===== config.mk =====
export PLATFORM = sky130hd
export DESIGN_NAME = serial_command_to_motor_servo
export DESIGN_NICKNAME = d
export VERILOG_FILES = /design/src/rtl/scms_pkg.sv /design/src/rtl/serial_command_to_motor_servo.sv /design/src/rtl/scms_front.sv /design/src/rtl/scms_queue.sv /design/src/rtl/scms_back.sv
export VERILOG_INCLUDE_DIRS = /design/src /design/src/rtl
export SDC_FILE = /design/constraint.sdc
export NUM_CORES = 1
export LEC_CHECK = 0
export BUFFER_PORTS_ARGS = -buffer_cell sky130_fd_sc_hd__buf_2
export CAP_MARGIN = 20
export CORE_MARGIN = 4
export CORE_UTILIZATION = 29
export CTS_BUF_LIST = sky130_fd_sc_hd__clkbuf_8
export CTS_CLUSTER_SIZE = 28
export DETAILED_ROUTE_END_ITERATION = 10
export GPL_TIMING_DRIVEN = 0
export PLACE_DENSITY_LB_ADDON = 0.1
export SLEW_MARGIN = 5
export SYNTH_ARGS = -nofsm -noshare
export SYNTH_HDL_FRONTEND = slang
export SYNTH_SLANG_ARGS = --single-unit

===== constraint.sdc =====
create_clock -name clock -period 9.5 [get_ports clock]
set_clock_uncertainty 0.2 [all_clocks]
set_input_delay 0.475 -clock clock [delete_from_list [all_inputs] [get_ports clock]]
set_output_delay 0.475 -clock clock [all_outputs]
set_load 0.005 [all_outputs]

===== src/rtl/serial_command_to_motor_servo_assert.svh =====
// Assertion macros shared by the serial command to motor servo design.
`ifndef SERIAL_COMMAND_TO_MOTOR_SERVO_ASSERT_SVH
`define SERIAL_COMMAND_TO_MOTOR_SERVO_ASSERT_SVH
`ifndef NO_ASSERTIONS
// A condition that must hold at every clock edge outside reset.
`define SCMS_ASSERT_ALWAYS(label, clk, rst, cond) \
   label: assert property (@(posedge clk) disable iff (rst) (cond)) \
      else $error("scms assertion failed");
// A condition that must hold in the same cycle as its trigger.
`define SCMS_ASSERT_IMPLIES(label, clk, rst, ante, cons) \
   label: assert property (@(posedge clk) disable iff (rst) (ante) |-> (cons)) \
      else $error("scms assertion failed");
// A condition that must hold in the cycle after its trigger.
`define SCMS_ASSERT_NEXT(label, clk, rst, ante, cons) \
   label: assert property (@(posedge clk) disable iff (rst) (ante) |=> (cons)) \
      else $error("scms assertion failed");
`else
`define SCMS_ASSERT_ALWAYS(label, clk, rst, cond)
`define SCMS_ASSERT_IMPLIES(label, clk, rst, ante, cons)
`define SCMS_ASSERT_NEXT(label, clk, rst, ante, cons)
`endif
`endif


===== src/rtl/scms_pkg.sv =====
// Shared types, constants and functions of the serial command to motor servo block.
`timescale 1ns / 1ps
package scms_pkg;

   // Default line capacity, including room for the terminator.
   localparam int LINE_CAPACITY_DEFAULT = 64;
   // Depth of the queue between the parser and the executor.
   localparam int QUEUE_DEPTH_DEFAULT = 2;

   // Character codes.
   localparam logic [7:0] CHAR_LF    = 8'h0A;
   localparam logic [7:0] CHAR_CR    = 8'h0D;
   localparam logic [7:0] CHAR_SPACE = 8'h20;
   localparam logic [7:0] CHAR_TAB   = 8'h09;
   localparam logic [7:0] CHAR_VTAB  = 8'h0B;
   localparam logic [7:0] CHAR_FF    = 8'h0C;
   localparam logic [7:0] CHAR_PLUS  = 8'h2B;
   localparam logic [7:0] CHAR_MINUS = 8'h2D;
   localparam logic [7:0] CHAR_COLON = 8'h3A;
   localparam logic [7:0] CHAR_ZERO  = 8'h30;
   localparam logic [7:0] CHAR_NINE  = 8'h39;
   localparam logic [7:0] CHAR_M_UP  = 8'h4D;
   localparam logic [7:0] CHAR_M_LO  = 8'h6D;
   localparam logic [7:0] CHAR_S_UP  = 8'h53;
   localparam logic [7:0] CHAR_S_LO  = 8'h73;

   // Target unit codes.
   localparam logic [1:0] UNIT_MOTOR_A   = 2'd0;
   localparam logic [1:0] UNIT_MOTOR_B   = 2'd1;
   localparam logic [1:0] UNIT_SERVO_ONE = 2'd2;
   localparam logic [1:0] UNIT_SERVO_TWO = 2'd3;

   // Motor direction codes.
   localparam logic [1:0] DIR_BRAKE   = 2'd0;
   localparam logic [1:0] DIR_FORWARD = 2'd1;
   localparam logic [1:0] DIR_REVERSE = 2'd2;

   // Identifiers of the two servos; ID_ONE also selects motor A.
   localparam logic [7:0] ID_ONE = 8'd1;
   localparam logic [7:0] ID_TWO = 8'd2;

   // Scaling constants.
   localparam logic [15:0] MAG_SATURATE = 16'hFFFF;
   localparam logic [15:0] SPEED_LIMIT  = 16'd100;
   localparam logic [15:0] ANGLE_LIMIT  = 16'd180;
   localparam logic [12:0] MOTOR_STEP   = 13'd72;
   localparam logic [12:0] SERVO_BASE   = 13'd500;
   // 2000/180 = 100/9; 100 * ceil(65536/9) keeps the floor exact for angles up to 180.
   localparam logic [19:0] SERVO_RECIP  = 20'd728200;
   localparam int          SERVO_SHIFT  = 16;

   // Grammar position within one line.
   typedef enum logic [3:0] {
      PH_LETTER,
      PH_WS1,
      PH_SIGN1,
      PH_DIG1,
      PH_WS2,
      PH_SIGN2,
      PH_DIG2,
      PH_DONE,
      PH_FAIL
   } phase_type;

   // One classified command line waiting to be carried out.
   typedef struct packed {
      logic        is_servo;
      logic [1:0]  unit;
      logic [15:0] magnitude;
      logic        negative;
   } command_type;

   // Write side of the queue.
   typedef struct packed {
      logic        valid;
      command_type command;
   } push_type;

   // Fill state of the queue.
   typedef struct packed {
      logic full;
      logic empty;
   } queue_status_type;

   // Servo compare value for an angle of 0..180: 500 + angle * 2000 / 180.
   function automatic logic [12:0] servo_compare(input logic [7:0] angle);
      logic [27:0] product;
      begin
         product = 28'(angle) * 28'(SERVO_RECIP);
         return SERVO_BASE + 13'(product[27:SERVO_SHIFT]);
      end
   endfunction

endpackage


===== src/rtl/serial_command_to_motor_servo.sv =====
// A finished line's command goes into the command queue, then into the output register once it is free.
// Throughput: one received byte per cycle; one result per cycle from the output register while rsp_ready is high.
// The input stalls only while the two-entry command queue is full.
// Reset: synchronous, active high; clears the line, the queue and the output valid.
// Top level of the serial command to motor servo block.
`timescale 1ns / 1ps
module serial_command_to_motor_servo import scms_pkg::*; #(
   parameter int LineCapacity = LINE_CAPACITY_DEFAULT,
   parameter int QueueDepth   = QUEUE_DEPTH_DEFAULT
) (
   input  logic        clock,
   input  logic        reset,
   input  logic        req_valid,
   output logic        req_ready,
   input  logic [7:0]  req_rx_byte,
   output logic        rsp_valid,
   input  logic        rsp_ready,
   output logic [1:0]  rsp_target_unit,
   output logic [12:0] rsp_compare_value,
   output logic [1:0]  rsp_motor_direction
);

   push_type         push;
   logic             pop;
   command_type      head;
   queue_status_type status;

   // Parser and classifier.
   scms_front #(
      .LineCapacity(LineCapacity)
   ) u_front (
      .clock      (clock),
      .reset      (reset),
      .req_valid  (req_valid),
      .req_ready  (req_ready),
      .req_rx_byte(req_rx_byte),
      .queue_full (status.full),
      .push       (push)
   );

   // Command queue.
   scms_queue #(
      .Depth(QueueDepth)
   ) u_queue (
      .clock (clock),
      .reset (reset),
      .push  (push),
      .pop   (pop),
      .head  (head),
      .status(status)
   );

   // Set-point executor.
   scms_back u_back (
      .clock              (clock),
      .reset              (reset),
      .head               (head),
      .status             (status),
      .pop                (pop),
      .rsp_valid          (rsp_valid),
      .rsp_ready          (rsp_ready),
      .rsp_target_unit    (rsp_target_unit),
      .rsp_compare_value  (rsp_compare_value),
      .rsp_motor_direction(rsp_motor_direction)
   );

endmodule


===== src/rtl/scms_front.sv =====
// Line collector and parser that classifies complete command lines.
`timescale 1ns / 1ps
module scms_front import scms_pkg::*; #(
   parameter int LineCapacity = LINE_CAPACITY_DEFAULT
) (
   input  logic       clock,
   input  logic       reset,
   input  logic       req_valid,
   output logic       req_ready,
   input  logic [7:0] req_rx_byte,
   input  logic       queue_full,
   output push_type   push
);

   localparam int LEN_W = $clog2(LineCapacity);
   localparam logic [LEN_W-1:0] LEN_LIMIT = LEN_W'(LineCapacity - 1);

   logic [LEN_W-1:0] len_ff, len_in;
   phase_type        phase_ff, phase_in;
   logic [7:0]       letter_ff, letter_in;
   logic [7:0]       first_low_ff, first_low_in;
   logic             first_neg_ff, first_neg_in;
   logic [15:0]      mag_ff, mag_in;
   logic             second_neg_ff, second_neg_in;
   logic             success_ff, success_in;

   logic       accept;
   logic       is_term, is_blank, is_digit, is_sign, is_colon;
   logic [3:0] digit;
   logic       restart;
   logic [7:0] first_low_next;
   logic [19:0] mag_wide;
   logic [15:0] mag_next;
   logic [7:0] line_id;
   logic       is_motor, is_servo, id_is_one, id_is_two;

   // An item is taken whenever the queue can hold a finished line.
   assign req_ready = !queue_full;
   assign accept    = req_valid && !queue_full;

   // Character classes.
   assign is_term  = (req_rx_byte == CHAR_LF) || (req_rx_byte == CHAR_CR);
   assign is_blank = (req_rx_byte == CHAR_SPACE) || (req_rx_byte == CHAR_TAB) ||
                     (req_rx_byte == CHAR_VTAB) || (req_rx_byte == CHAR_FF);
   assign is_digit = (req_rx_byte >= CHAR_ZERO) && (req_rx_byte <= CHAR_NINE);
   assign is_sign  = (req_rx_byte == CHAR_PLUS) || (req_rx_byte == CHAR_MINUS);
   assign is_colon = (req_rx_byte == CHAR_COLON);
   assign digit    = req_rx_byte[3:0];

   // A terminator or an overflowing character starts the line afresh.
   assign restart = accept && (is_term || (len_ff == LEN_LIMIT));

   // Digit accumulation: the id keeps eight bits, the value saturates.
   assign first_low_next = 8'({first_low_ff, 3'b000}) + 8'({first_low_ff, 1'b0}) + 8'(digit);
   assign mag_wide = 20'({mag_ff, 3'b000}) + 20'({mag_ff, 1'b0}) + 20'(digit);
   assign mag_next = (mag_wide > 20'(MAG_SATURATE)) ? MAG_SATURATE : mag_wide[15:0];

   // Next parse phase.
   always_comb begin
      phase_in = phase_ff;
      if (restart) begin
         phase_in = PH_LETTER;
      end else if (accept) begin
         unique case (phase_ff)
            PH_LETTER: phase_in = PH_WS1;
            PH_WS1: begin
               if (is_blank)      phase_in = PH_WS1;
               else if (is_sign)  phase_in = PH_SIGN1;
               else if (is_digit) phase_in = PH_DIG1;
               else               phase_in = PH_FAIL;
            end
            PH_SIGN1: phase_in = is_digit ? PH_DIG1 : PH_FAIL;
            PH_DIG1: begin
               if (is_digit)      phase_in = PH_DIG1;
               else if (is_colon) phase_in = PH_WS2;
               else               phase_in = PH_FAIL;
            end
            PH_WS2: begin
               if (is_blank)      phase_in = PH_WS2;
               else if (is_sign)  phase_in = PH_SIGN2;
               else if (is_digit) phase_in = PH_DIG2;
               else               phase_in = PH_FAIL;
            end
            PH_SIGN2: phase_in = is_digit ? PH_DIG2 : PH_FAIL;
            PH_DIG2:  phase_in = is_digit ? PH_DIG2 : PH_DONE;
            PH_DONE:  phase_in = PH_DONE;
            PH_FAIL:  phase_in = PH_FAIL;
            default:  phase_in = PH_FAIL;
         endcase
      end
   end

   // Line contents that follow the phase.
   always_comb begin
      len_in        = len_ff;
      letter_in     = letter_ff;
      first_low_in  = first_low_ff;
      first_neg_in  = first_neg_ff;
      mag_in        = mag_ff;
      second_neg_in = second_neg_ff;
      success_in    = success_ff;
      if (restart) begin
         len_in        = '0;
         letter_in     = '0;
         first_low_in  = '0;
         first_neg_in  = 1'b0;
         mag_in        = '0;
         second_neg_in = 1'b0;
         success_in    = 1'b0;
      end else if (accept) begin
         len_in = len_ff + LEN_W'(1);
         unique case (phase_ff)
            PH_LETTER: letter_in = req_rx_byte;
            PH_WS1, PH_SIGN1, PH_DIG1: begin
               if (phase_ff == PH_WS1 && is_sign) begin
                  first_neg_in = (req_rx_byte == CHAR_MINUS);
               end else if (is_digit) begin
                  first_low_in = first_low_next;
               end
            end
            PH_WS2, PH_SIGN2, PH_DIG2: begin
               if (phase_ff == PH_WS2 && is_sign) begin
                  second_neg_in = (req_rx_byte == CHAR_MINUS);
               end else if (is_digit) begin
                  mag_in     = mag_next;
                  success_in = 1'b1;
               end
            end
            PH_DONE, PH_FAIL: begin
               len_in = len_ff + LEN_W'(1);
            end
            default: begin
               len_in = len_ff + LEN_W'(1);
            end
         endcase
      end
   end

   // Classification of a finished line.
   assign line_id   = first_neg_ff ? (8'd0 - first_low_ff) : first_low_ff;
   assign id_is_one = (line_id == ID_ONE);
   assign id_is_two = (line_id == ID_TWO);
   assign is_motor  = (letter_ff == CHAR_M_UP) || (letter_ff == CHAR_M_LO);
   assign is_servo  = (letter_ff == CHAR_S_UP) || (letter_ff == CHAR_S_LO);

   always_comb begin
      push.valid = accept && is_term && success_ff &&
                   (is_motor || (is_servo && (id_is_one || id_is_two)));
      push.command.is_servo  = !is_motor;
      push.command.magnitude = mag_ff;
      push.command.negative  = second_neg_ff;
      if (is_motor) begin
         push.command.unit = id_is_one ? UNIT_MOTOR_A : UNIT_MOTOR_B;
      end else begin
         push.command.unit = id_is_one ? UNIT_SERVO_ONE : UNIT_SERVO_TWO;
      end
   end

   // Line state registers.
   always_ff @(posedge clock) begin
      if (reset) begin
         len_ff        <= '0;
         phase_ff      <= PH_LETTER;
         letter_ff     <= '0;
         first_low_ff  <= '0;
         first_neg_ff  <= 1'b0;
         mag_ff        <= '0;
         second_neg_ff <= 1'b0;
         success_ff    <= 1'b0;
      end else begin
         len_ff        <= len_in;
         phase_ff      <= phase_in;
         letter_ff     <= letter_in;
         first_low_ff  <= first_low_in;
         first_neg_ff  <= first_neg_in;
         mag_ff        <= mag_in;
         second_neg_ff <= second_neg_in;
         success_ff    <= success_in;
      end
   end

endmodule


===== src/rtl/scms_queue.sv =====
// Short queue of classified commands between the parser and the executor.
`timescale 1ns / 1ps
`include "serial_command_to_motor_servo_assert.svh"
module scms_queue import scms_pkg::*; #(
   parameter int Depth = QUEUE_DEPTH_DEFAULT
) (
   input  logic             clock,
   input  logic             reset,
   input  push_type         push,
   input  logic             pop,
   output command_type      head,
   output queue_status_type status
);

   localparam int PTR_W   = (Depth > 1) ? $clog2(Depth) : 1;
   localparam int COUNT_W = $clog2(Depth + 1);
   localparam logic [PTR_W-1:0]   PTR_LAST = PTR_W'(Depth - 1);
   localparam logic [COUNT_W-1:0] COUNT_MAX = COUNT_W'(Depth);

   command_type        entries_ff [Depth];
   logic [PTR_W-1:0]   wr_ptr_ff, wr_ptr_in;
   logic [PTR_W-1:0]   rd_ptr_ff, rd_ptr_in;
   logic [COUNT_W-1:0] count_ff, count_in;

   assign status.full  = (count_ff == COUNT_MAX);
   assign status.empty = (count_ff == '0);
   assign head         = entries_ff[rd_ptr_ff];

   // Pointer and fill count update.
   always_comb begin
      wr_ptr_in = wr_ptr_ff;
      rd_ptr_in = rd_ptr_ff;
      count_in  = count_ff;
      if (push.valid) begin
         wr_ptr_in = (wr_ptr_ff == PTR_LAST) ? '0 : wr_ptr_ff + PTR_W'(1);
      end
      if (pop) begin
         rd_ptr_in = (rd_ptr_ff == PTR_LAST) ? '0 : rd_ptr_ff + PTR_W'(1);
      end
      if (push.valid && !pop) begin
         count_in = count_ff + COUNT_W'(1);
      end else if (!push.valid && pop) begin
         count_in = count_ff - COUNT_W'(1);
      end
   end

   always_ff @(posedge clock) begin
      if (reset) begin
         wr_ptr_ff <= '0;
         rd_ptr_ff <= '0;
         count_ff  <= '0;
      end else begin
         wr_ptr_ff <= wr_ptr_in;
         rd_ptr_ff <= rd_ptr_in;
         count_ff  <= count_in;
      end
   end

   // Entry storage needs no reset.
   always_ff @(posedge clock) begin
      if (push.valid) begin
         entries_ff[wr_ptr_ff] <= push.command;
      end
   end

   `SCMS_ASSERT_ALWAYS(a_count_bounded, clock, reset, count_ff <= COUNT_MAX)
   `SCMS_ASSERT_NEXT(a_push_grows, clock, reset, push.valid && !pop, count_ff == $past(count_ff) + COUNT_W'(1))

endmodule


===== src/rtl/scms_back.sv =====
// Executor that turns a queued command into a registered PWM set-point.
`timescale 1ns / 1ps
`include "serial_command_to_motor_servo_assert.svh"
module scms_back import scms_pkg::*; (
   input  logic             clock,
   input  logic             reset,
   input  command_type      head,
   input  queue_status_type status,
   output logic             pop,
   output logic             rsp_valid,
   input  logic             rsp_ready,
   output logic [1:0]       rsp_target_unit,
   output logic [12:0]      rsp_compare_value,
   output logic [1:0]       rsp_motor_direction
);

   logic        valid_ff, valid_in;
   logic [1:0]  unit_ff;
   logic [12:0] compare_ff, compare_in;
   logic [1:0]  dir_ff, dir_in;

   logic [6:0]  speed;
   logic [7:0]  angle;

   // A new command is loaded whenever the output register is free or draining.
   assign pop = !status.empty && (!valid_ff || rsp_ready);

   // Clamp the value to the range of each unit kind.
   assign speed = (head.magnitude > SPEED_LIMIT) ? 7'(SPEED_LIMIT) : head.magnitude[6:0];
   assign angle = head.negative ? 8'd0 :
                  ((head.magnitude > ANGLE_LIMIT) ? 8'(ANGLE_LIMIT) : head.magnitude[7:0]);

   // Compare value and direction.
   always_comb begin
      if (head.is_servo) begin
         compare_in = servo_compare(angle);
         dir_in     = DIR_BRAKE;
      end else begin
         compare_in = 13'(speed) * MOTOR_STEP;
         if (speed == '0)        dir_in = DIR_BRAKE;
         else if (head.negative) dir_in = DIR_REVERSE;
         else                    dir_in = DIR_FORWARD;
      end
   end

   always_comb begin
      valid_in = valid_ff;
      if (pop)                        valid_in = 1'b1;
      else if (rsp_ready)             valid_in = 1'b0;
   end

   always_ff @(posedge clock) begin
      if (reset) begin
         valid_ff <= 1'b0;
      end else begin
         valid_ff <= valid_in;
      end
   end

   // Result payload, loaded with each popped command.
   always_ff @(posedge clock) begin
      if (pop) begin
         unit_ff    <= head.unit;
         compare_ff <= compare_in;
         dir_ff     <= dir_in;
      end
   end

   assign rsp_valid           = valid_ff;
   assign rsp_target_unit     = unit_ff;
   assign rsp_compare_value   = compare_ff;
   assign rsp_motor_direction = dir_ff;

   `SCMS_ASSERT_IMPLIES(a_compare_range, clock, reset, valid_ff, compare_ff <= 13'd7200)
   `SCMS_ASSERT_IMPLIES(a_servo_no_dir, clock, reset, valid_ff && unit_ff[1], dir_ff == DIR_BRAKE)

endmodule

# [Yosys cells after proc, flatten, opt, wreduce, memory -nomap -nowiden]
# Memories as Yosys holds them, arrays and structs flattened. A register that Yosys moved wholly into a read port is not among the register bits.
# Cells that the tools add are included.
[totals] in_bits=12 mem_count=1 ff_bits=67 latch_bits=0 rom_bits=0 output_inout_bits=19 word_cells=134 ramBits=40
[classes] n_bitwise=2 reduce_logical=43 n_addsub=11 n_mux=30 mul=2 shift=0 magnitude_cmp=5 n_eq_ne=24 n_div=0
[memory_table] name="u_queue.entries_ff" depth=2 word_bits=20 read_ports=1 rd_ports_with_merged_regs=1 write_ports=1 line="scms_queue.sv:20" text="command_type entries_ff [Depth];"
[ops] operator="8-bit by 4-bit == test with 1-bit output (second input constant)" n=5
[ops] operator="8-bit by 6-bit == test with 1-bit output (second input constant)" n=4
[ops] operator="8-bit by 7-bit == test with 1-bit output (second input constant)" n=4
[ops] operator="4-bit 2-to-1 mux" n=8
[ops] operator="4-bit one-hot mux with 8 select lines" n=1
[ops] operator="8-bit by 17-bit multiplier with 25-bit output (second input constant)" n=1
[ops] operator="8-bit 2-to-1 mux" n=3
[ops] operator="19-bit by 17-bit adder with 20-bit output" n=1
[ops] operator="20-bit by 4-bit adder with 20-bit output" n=1
[ops] operator="20-bit by 16-bit > comparator with 1-bit output (second input constant)" n=1
[ops] operator="4-bit by 3-bit == test with 1-bit output (second input constant)" n=4
[ops] operator="16-bit by 7-bit > comparator with 1-bit output (second input constant)" n=1
[ops] operator="16-bit by 8-bit > comparator with 1-bit output (second input constant)" n=1
[ops] operator="16-bit 2-to-1 mux" n=1
[ops] operator="9-bit by 12-bit adder with 13-bit output (first input constant)" n=1
[ops] operator="13-bit 2-to-1 mux" n=1
[ops] operator="1-bit logical AND" n=12
[ops] operator="1-bit logical OR" n=11
[ops] operator="1-bit 2-to-1 mux" n=11
[ops] operator="7-bit by 4-bit multiplier with 10-bit output (second input constant)" n=1
[ops] operator="8-bit by 4-bit adder with 8-bit output" n=1
[ops] operator="8-bit adder" n=1
[ops] operator="4-bit by 2-bit == test with 1-bit output (second input constant)" n=2
[ops] operator="8-bit by 1-bit == test with 1-bit output (second input constant)" n=1
[ops] operator="24 further kinds" n=39

# [Depth between registers and ports, before layout]
# Gate-level depths: netlist (run 1).
[depth] depth_word=11 mapped_depth=27 depth_no_buf=25

# [By module]
# A second synthesis (run 1) with hierarchy kept.
[unflattened] cells_unflattened=873 area_unflattened_um2=8500.7
[by_module_without_submodules] mod="scms_front" instances=1 area_each_um2=3450.8 cells_each=423 seq_area_each_um2=880.8
[by_module_without_submodules] mod="scms_back" instances=1 area_each_um2=3405.8 cells_each=366 seq_area_each_um2=530.5
[by_module_without_submodules] mod="scms_queue" instances=1 area_each_um2=1644.1 cells_each=84 seq_area_each_um2=1301.2

# [Least setup slack after synthesis (run 1)]
# Ideal clock, no wire load.
[synth_path] kind="register -> register" start="register with a tool-made name" end="register u_back.compare_ff[6], in the netlist u_back.rsp_compare_value[6] (data pin)" t_required_ns=9.032 n_path_buf=2 arrival_ns=6.185 path_slack_ns=2.847 stages_incl_launch_ff=28 setup_time_ns=0.268 period_less_slack_ns=6.653 path_cell_list="dfxtp_1 > buf_6 > mux2i_4 > o2111ai_2 > a32oi_4 > nand2_1 > nor2_1 > inv_1 > ha_1 > inv_1 > ha_1 > clkbuf_1 > fa_1 > fa_1 > inv_1 > fa_1 > inv_1 > ha_1 > inv_1 > o211ai_1 > a2111oi_4 > nor2_1 > xnor2_1 > ha_1 > or2_2 > a221oi_1 > xor2_1 > o21ai_0"
[synth_lines] item="to (signal assigned)" line="scms_back.sv:64" text="compare_ff <= compare_in;"
[synth_lines] item="to (decl)" line="scms_back.sv:19" text="logic [12:0] compare_ff, compare_in;"

==> out/qor.yml, run 1 <==
synth_nets: 920
clk_pin_slew_ns: 0.14
fin_crit_ns: 7.55
post-place-ws_ns: 1.85
drv_slew: 0
grtUsageMet3_pct: 2.10
cts_tree: "built"
rsz0062_at_grt: "no"
regArea_um2: 2650
fin_ws_ns: 1.95
synth_area_leaders: "edfxtp_1 21%, ha_1 18%, dfxtp_1 13%, fa_1 6.4%, a21oi_1 3.7%"
synth.top_cell.area_share_pct: 21.1
grt_max_degree: 22
area_growth_pct: 10.4
synth_common_cells: "110 x ha_1, 77 x nor2_1, 66 x inv_1, 58 x a21oi_1, 55 x edfxtp_1"
netlist_instances: 773
drv_cap: 0
gp_congestion: 0.744
async_flop_share_pct: 0
dpl.hpwl_mm: 14.3
grt_use_met2_pct: 22.3
post_drt_wl_per_cell_um: 15.4
ys_ff_latch: 105
fin_crit_sh_pct: 79.4
grt_pass1_wl_mm: 29.2
core_area_um2: 26300
antenna_cells: 0
cts_setup_buffers: 0
synth_edf_count: 55
drc: 0
hold_class: "in -> reg"
timing.fmax_mhz: 133
arrival_ns: 7.48
cts_root_buf: "clkbuf_8"
route.vias.total: 5514
synthFlopType: "edfxtp_1"
worstPathRequired_ns: 9.43
ctsHoldBuffers: 0
yosysUniqueCellTypes: 82
path_class: "reg -> reg"
irDropWorstVdd_v: 0.0000646
globalRoute.busiestLayer: "met2"
grt_pass1_vias: 5551
port_buffers: 30
clk_latency_ns: 0.41
endpoint_kind: "register"
num_rows: 59
synth_area_um2: 7830
use_met1_pct: 15.7
yosys.area.top_type: "edfxtp_1"
grt-ovfl-total: 0
cp_max_fo: 10
clock-sinks: 105
vias_per_cell: 4.77
power.leakage_nw: 3.80
status: "complete, no violations"
max_slew_margin_pct: 27.6
cts.htree.levels: 3
cts_buffers: 9
synth.avg_cell_area_um2: 10.1
hold_viol: 0
finalSetupViolCount: 0
tightest_slew_ns: 1.08
synth.most_common_cell: "ha_1"
drt_pre_antenna_iters: 5
critPathLaunchType: "register"
die_height_um: 172
drtAntennaViolNets: 0
io_pins: 31
dieArea_um2: 29700
ys_warn_count: 0
drive_gt1_share_pct: 11.5
final_util_pct: 32.9
fin_setup_tns_ns: 0
initial_core_util_pct: 29.8
clk_path_buf_depth: 2
seq_area_frac_synth_pct: 33.9
cellPowerDensity_nw_per_um2: 96.8
multi_input_area_um2: 4800
antenna_found_initial: 0
cts-resized-gates: 0
nFillCells: 2754
fp.dieW_um: 172
drt_iter0_markers: 184
wl_mm: 17.8
grtUsageTotal_pct: 12.5
num-nets-final: 962
## power breakdown
part | leakage (nW) | internal, mW | switching [mW] | total, mW
logic | 2.88 | 0.0132 | 0.0234 | 0.0366
registers | 0.807 | 0.476 | 0.00258 | 0.478
clock network | 0.114 | 0.133 | 0.188 | 0.321
total | 3.80 | 0.622 | 0.214 | 0.836
## final timing paths
path | from | to | slack [ns] | depth (start not counted)
worst max-delay path | register | u_back.rsp_compare_value[6] | 1.95 | 27
worst min-delay path | req_rx_byte[6] | u_front.letter_ff[6] | 0.11 | 3
worst max register to register | register | u_back.rsp_compare_value[6] | 1.95 | 27
worst min register to register | u_front.success_ff | u_front.success_ff | 0.29 | 2
## cells by family after synthesis
family	count (synthesis)	share of synthesized area (%)
and+or+nand+nor	203	13.4
AOI/OAI and AO/OA	171	15.3
adders and majority gates	135	24.0
DFF	105	33.9
buffers and inverters	90	4.75
xor gates and xnor gates	45	5.13
muxes	23	3.50
other	1	0.0479
## cell type report
| cell class | count | area share (%) |
|---|---|---|
| tap | 335 | 4.85 |
| clock buffer | 9 | 1.43 |
| inverter | 66 | 2.87 |
| multi-input combinational | 578 | 55.6 |
| timing repair buffer | 31 | 1.91 |
| buffer | 24 | 1.43 |
| sequential | 105 | 30.7 |
| clock inverter | 7 | 1.19 |
## critical path, cell delays in order (launching register included)
cell       delay [ns]
dfxtp_1          0.35
buf_6            0.17
mux2i_4          0.34
o2111ai_2        0.21
a32oi_4          0.45
nand2_1          0.17
nor2_1           0.42
inv_1            0.10
ha_1             0.31
inv_1            0.15
ha_1             0.17
clkbuf_1         0.11
fa_1             0.44
fa_1             0.52
inv_1            0.05
fa_1             0.49
inv_1            0.04
ha_1             0.31
inv_1            0.12
o211ai_1         0.16
a2111oi_4        0.49
nor2_1           0.10
xnor2_1          0.19
ha_1             0.24
or2_2            0.34
a221oi_1         0.32
xor2_1           0.20
o21ai_0          0.10
## stage by stage
step | hold WS, ns | cells | instance area [µm²] | total power, mW
after floorplan | 0.232 | 773 | 7830 | 0.512
after global placement | 0.266 | 1138 | 8390 | 0.526
after detailed placement | 0.273 | 1139 | 8410 | 0.526
after CTS | 0.0736 | 1155 | 8640 | 0.856
after global routing | 0.0824 | 1155 | 8640 | 0.878
final | 0.109 | 1155 | 8640 | 0.836
## flip-flops by register name (all words and copies together), names as in the netlist, 4 cells and up, named ones only
| register | flops |
|---|---|
| u_front.letter_ff | 7 |
| u_front.len_ff | 6 |
| u_front.phase_ff | 4 |
| u_queue.entries_ff | 38 |
| u_back.rsp_compare_value | 13 |
| u_front.first_low_ff | 8 |
| u_front.mag_ff | 16 |
## per-layer routing
metal | share of wire [%] | wire, µm
met3 | 2.5 | 437
met1 | 47 | 8340
met5 | 0 | 0
met4 | 1.3 | 229
met2 | 49 | 8800
## cells in the final DEF, fill, tap and decap left out, types with 13 or more instances in the layout
master,instances
a21oi_1,58
buf_2,31
clkbuf_1,18
dfxtp_1,50
edfxtp_1,55
fa_1,25
ha_1,110
inv_1,66
mux2i_1,15
nand2_1,44
nor2_1,77
o21ai_0,44
xnor2_1,31
xor2_1,13
No activity file was read; power rests on OpenSTA's default activity.
==> inputs of run 2 (changes only) <==
Clock period 9.5 ns to 6.25 ns, I/O delays scaled along.
==> out/qor.yml, run 2 (synthesis gave the netlist of run 1 again) <==
endpoint_kind: "register"
io_pins: 31  # unchanged
clock-sinks: 105  # unchanged
num_rows: 59  # unchanged
final_cell_mix: "98 x ha_1, 74 x nor2_1, 62 x inv_1, 55 x edfxtp_1, 51 x a21oi_1"
clk_latency_ns: 0.40  # about the same
arrival_ns: 6.30  # -1.18 ns
drt_pre_antenna_iters: 7  # +2
die_height_um: 172  # unchanged
initial_core_util_pct: 29.8  # unchanged
port_buffers: 30  # unchanged
p_clk_share_pct: 37.1  # -1.3 points
fp.dieW_um: 172  # unchanged
area_growth_pct: 20.5
largest_reg_flops: 38  # unchanged
drive_gt1_share_pct: 20.6  # +9.2 points
antenna_found_initial: 0  # unchanged
cpPeakStageDelay_ns: 0.56  # +0.04 ns
gp_congestion: 0.813  # +9.3%
grt-ovfl-total: 0  # unchanged
grt_max_degree: 21  # -4.5%
violations: "negative setup slack"
clk_pin_slew_ns: 0.12  # -0.02 ns
cts_root_buf: "clkbuf_8"
fin_crit_sh_pct: 100  # +21 points
final_common_cell: "ha_1"
p_switching_mw: 0.309  # +45%
critPathLaunchType: "register"
regArea_um2: 2650  # about the same
hold_depth: 3  # unchanged
status: "finished, violations left"
crit_slowest_cell: "or4b_4"
pwr-share-seq_pct: 58.1  # +0.9 points
hold_class: "in -> reg"
max_slew_margin_pct: 32.0  # +4.5 points
grt_pass1_vias: 5916  # +6.6%
dieArea_um2: 29700  # unchanged
worstPathRequired_ns: 6.28  # -3.15 ns
r2r_slack_ns: -0.02  # -1.97 ns
power.leakage_nw: 4.07  # +7.0%
final.hold.worst_slack_ns: 0.0720  # -0.0373 ns
fin_crit_ns: 6.27  # -1.28 ns
post_drt_wl_per_cell_um: 15.5  # +0.45%
comb_power_share_pct: 4.7  # +0.3 points
hold_viol: 0  # unchanged
rsz0062_at_grt: "yes"
fin_setup_tns_ns: -0.0470  # -0.0470 ns
finalSetupViolCount: 3  # +3
vias_per_cell: 4.85  # +1.6%
drtAntennaViolNets: 0  # unchanged
drc: 0  # unchanged
cts_tree: "built"
grt_pass1_wl_mm: 30.4  # +4.3%
wl_mm: 18.6  # +4.2%
cp_max_fo: 7  # -3
placed_cells: 1139  # unchanged
holdPathEnd: "u_front.first_low_ff[0]"
p_int_mw: 0.941  # +51%
path_class: "reg -> reg"
grtUsageTotal_pct: 12.8  # +0.31 points
drv_slew: 0  # unchanged
core_area_um2: 26300  # unchanged
nFillCells: 2635  # -4.3%
timing.fmax_mhz: 160  # +20%
cellPowerDensity_nw_per_um2: 133  # +37%
num-nets-final: 1005  # +4.5%
drt_iter0_markers: 197  # +7.1%
fin_ws_ns: -0.0191  # -1.97 ns
max_flop_register: "u_queue.entries_ff"
hold_path_startpoint: "req_rx_byte[0]"
antenna_cells: 0  # unchanged
clk_path_buf_depth: 2  # unchanged
cts.htree.levels: 3  # unchanged
multi_input_area_um2: 5220  # +8.7%
route.vias.total: 5810  # +5.4%
dpl.hpwl_mm: 14.3  # about the same
r2r_end: "u_back.rsp_compare_value[11]"
rr_worst_depth: 25  # -7.4%
fin_cells: 1198  # +3.7%
swShare_pct: 24.7  # -0.87 points
tightest_slew_ns: 1.02  # -0.0667 ns
drv_cap: 0  # unchanged
cts_buffers: 9  # unchanged
irDropWorstVdd_v: 0.0000712  # +10%
==> run 2: changes by cell type in the layout (fill, tap and decap cells not counted), sizes merged <==
| cell | before | now |
|---|---|---|
| dlygate4sd3 | 1 | 5 |
| buf | 34 | 74 |
| clkbuf | 28 | 27 |
==> run 2: routing by layer <==
layer | GRT usage [%] | vias up | share of wire (%)
li1 | - | 2935 | -
met3 | 1.85 | 18 | 2.0
met1 | 16.7 | 2794 | 47
met4 | 2.97 | 0 | 1.1
met5 | 0 | - | 0
met2 | 22.5 | 63 | 50
==> run 2: cell type report <==
type	count	share of cell area, %
well taps	335	4.45
clock inverters	7	0.956
inverters	66	2.68
flip-flops and latches	105	28.2
repair buffers	75	5.68
multi-input cells	578	55.4
plain buffers	23	1.37
clock buffers	9	1.31
==> run 2: worst max path at each step <==
stage / from / to / cells after the start
floorplan: register / u_back.rsp_compare_value[7] / 25
global placement: register / u_back.rsp_compare_value[6] / 21
detailed placement: register / u_back.rsp_compare_value[6] / 23
CTS: register / u_back.rsp_compare_value[10] / 27
global route: register / u_back.rsp_compare_value[11] / 25
finish: register / u_back.rsp_compare_value[11] / 25
==> run 2: power groups by stage <==
stage	logic (mW)	registers, mW	clock network, mW
6_report	0.0591	0.727	0.465
5_1_grt	0.0671	0.728	0.516
4_1_cts	0.0593	0.727	0.485
3_5_place_dp	0.0560	0.743	0
3_3_place_gp	0.0550	0.743	0
2_1_floorplan	0.0370	0.742	0
==> run 2: worst max-delay path, delay by kind of cell (launching register included) <==
family                   cells  cell delay, ns
adder cells (fa/ha/maj)      6            2.16
AO/OA/AOI/OAI                6            1.54
multiplexers                 1            0.31
AND/OR/NAND/NOR              6            1.00
flip-flops                   1            0.38
buffers and inverters        6            0.49
==> run 2: what timing repair did <==
action | in CTS | in global routing
buffers inserted | 33 | 12
resized for setup | 40 | 24
endpoints found under the hold margin | 8 | 0
hold buffers | 4 | 0
pin swaps | 41 | 32
setup endpoints to repair | 12 | 8
==> run 2: metrics by stage <==
stage | power, mW | util, % | area, µm² | setup WS (ns)
CTS | 1.27 | 35.0 | 9200 | -0.109
floorplan | 0.779 | - | 7910 | 0.00199
detailed placement | 0.799 | 32.3 | 8500 | -0.864
global route | 1.31 | 35.9 | 9430 | -0.283
finish | 1.25 | 35.9 | 9430 | -0.0191
global placement | 0.798 | 32.3 | 8480 | -0.904
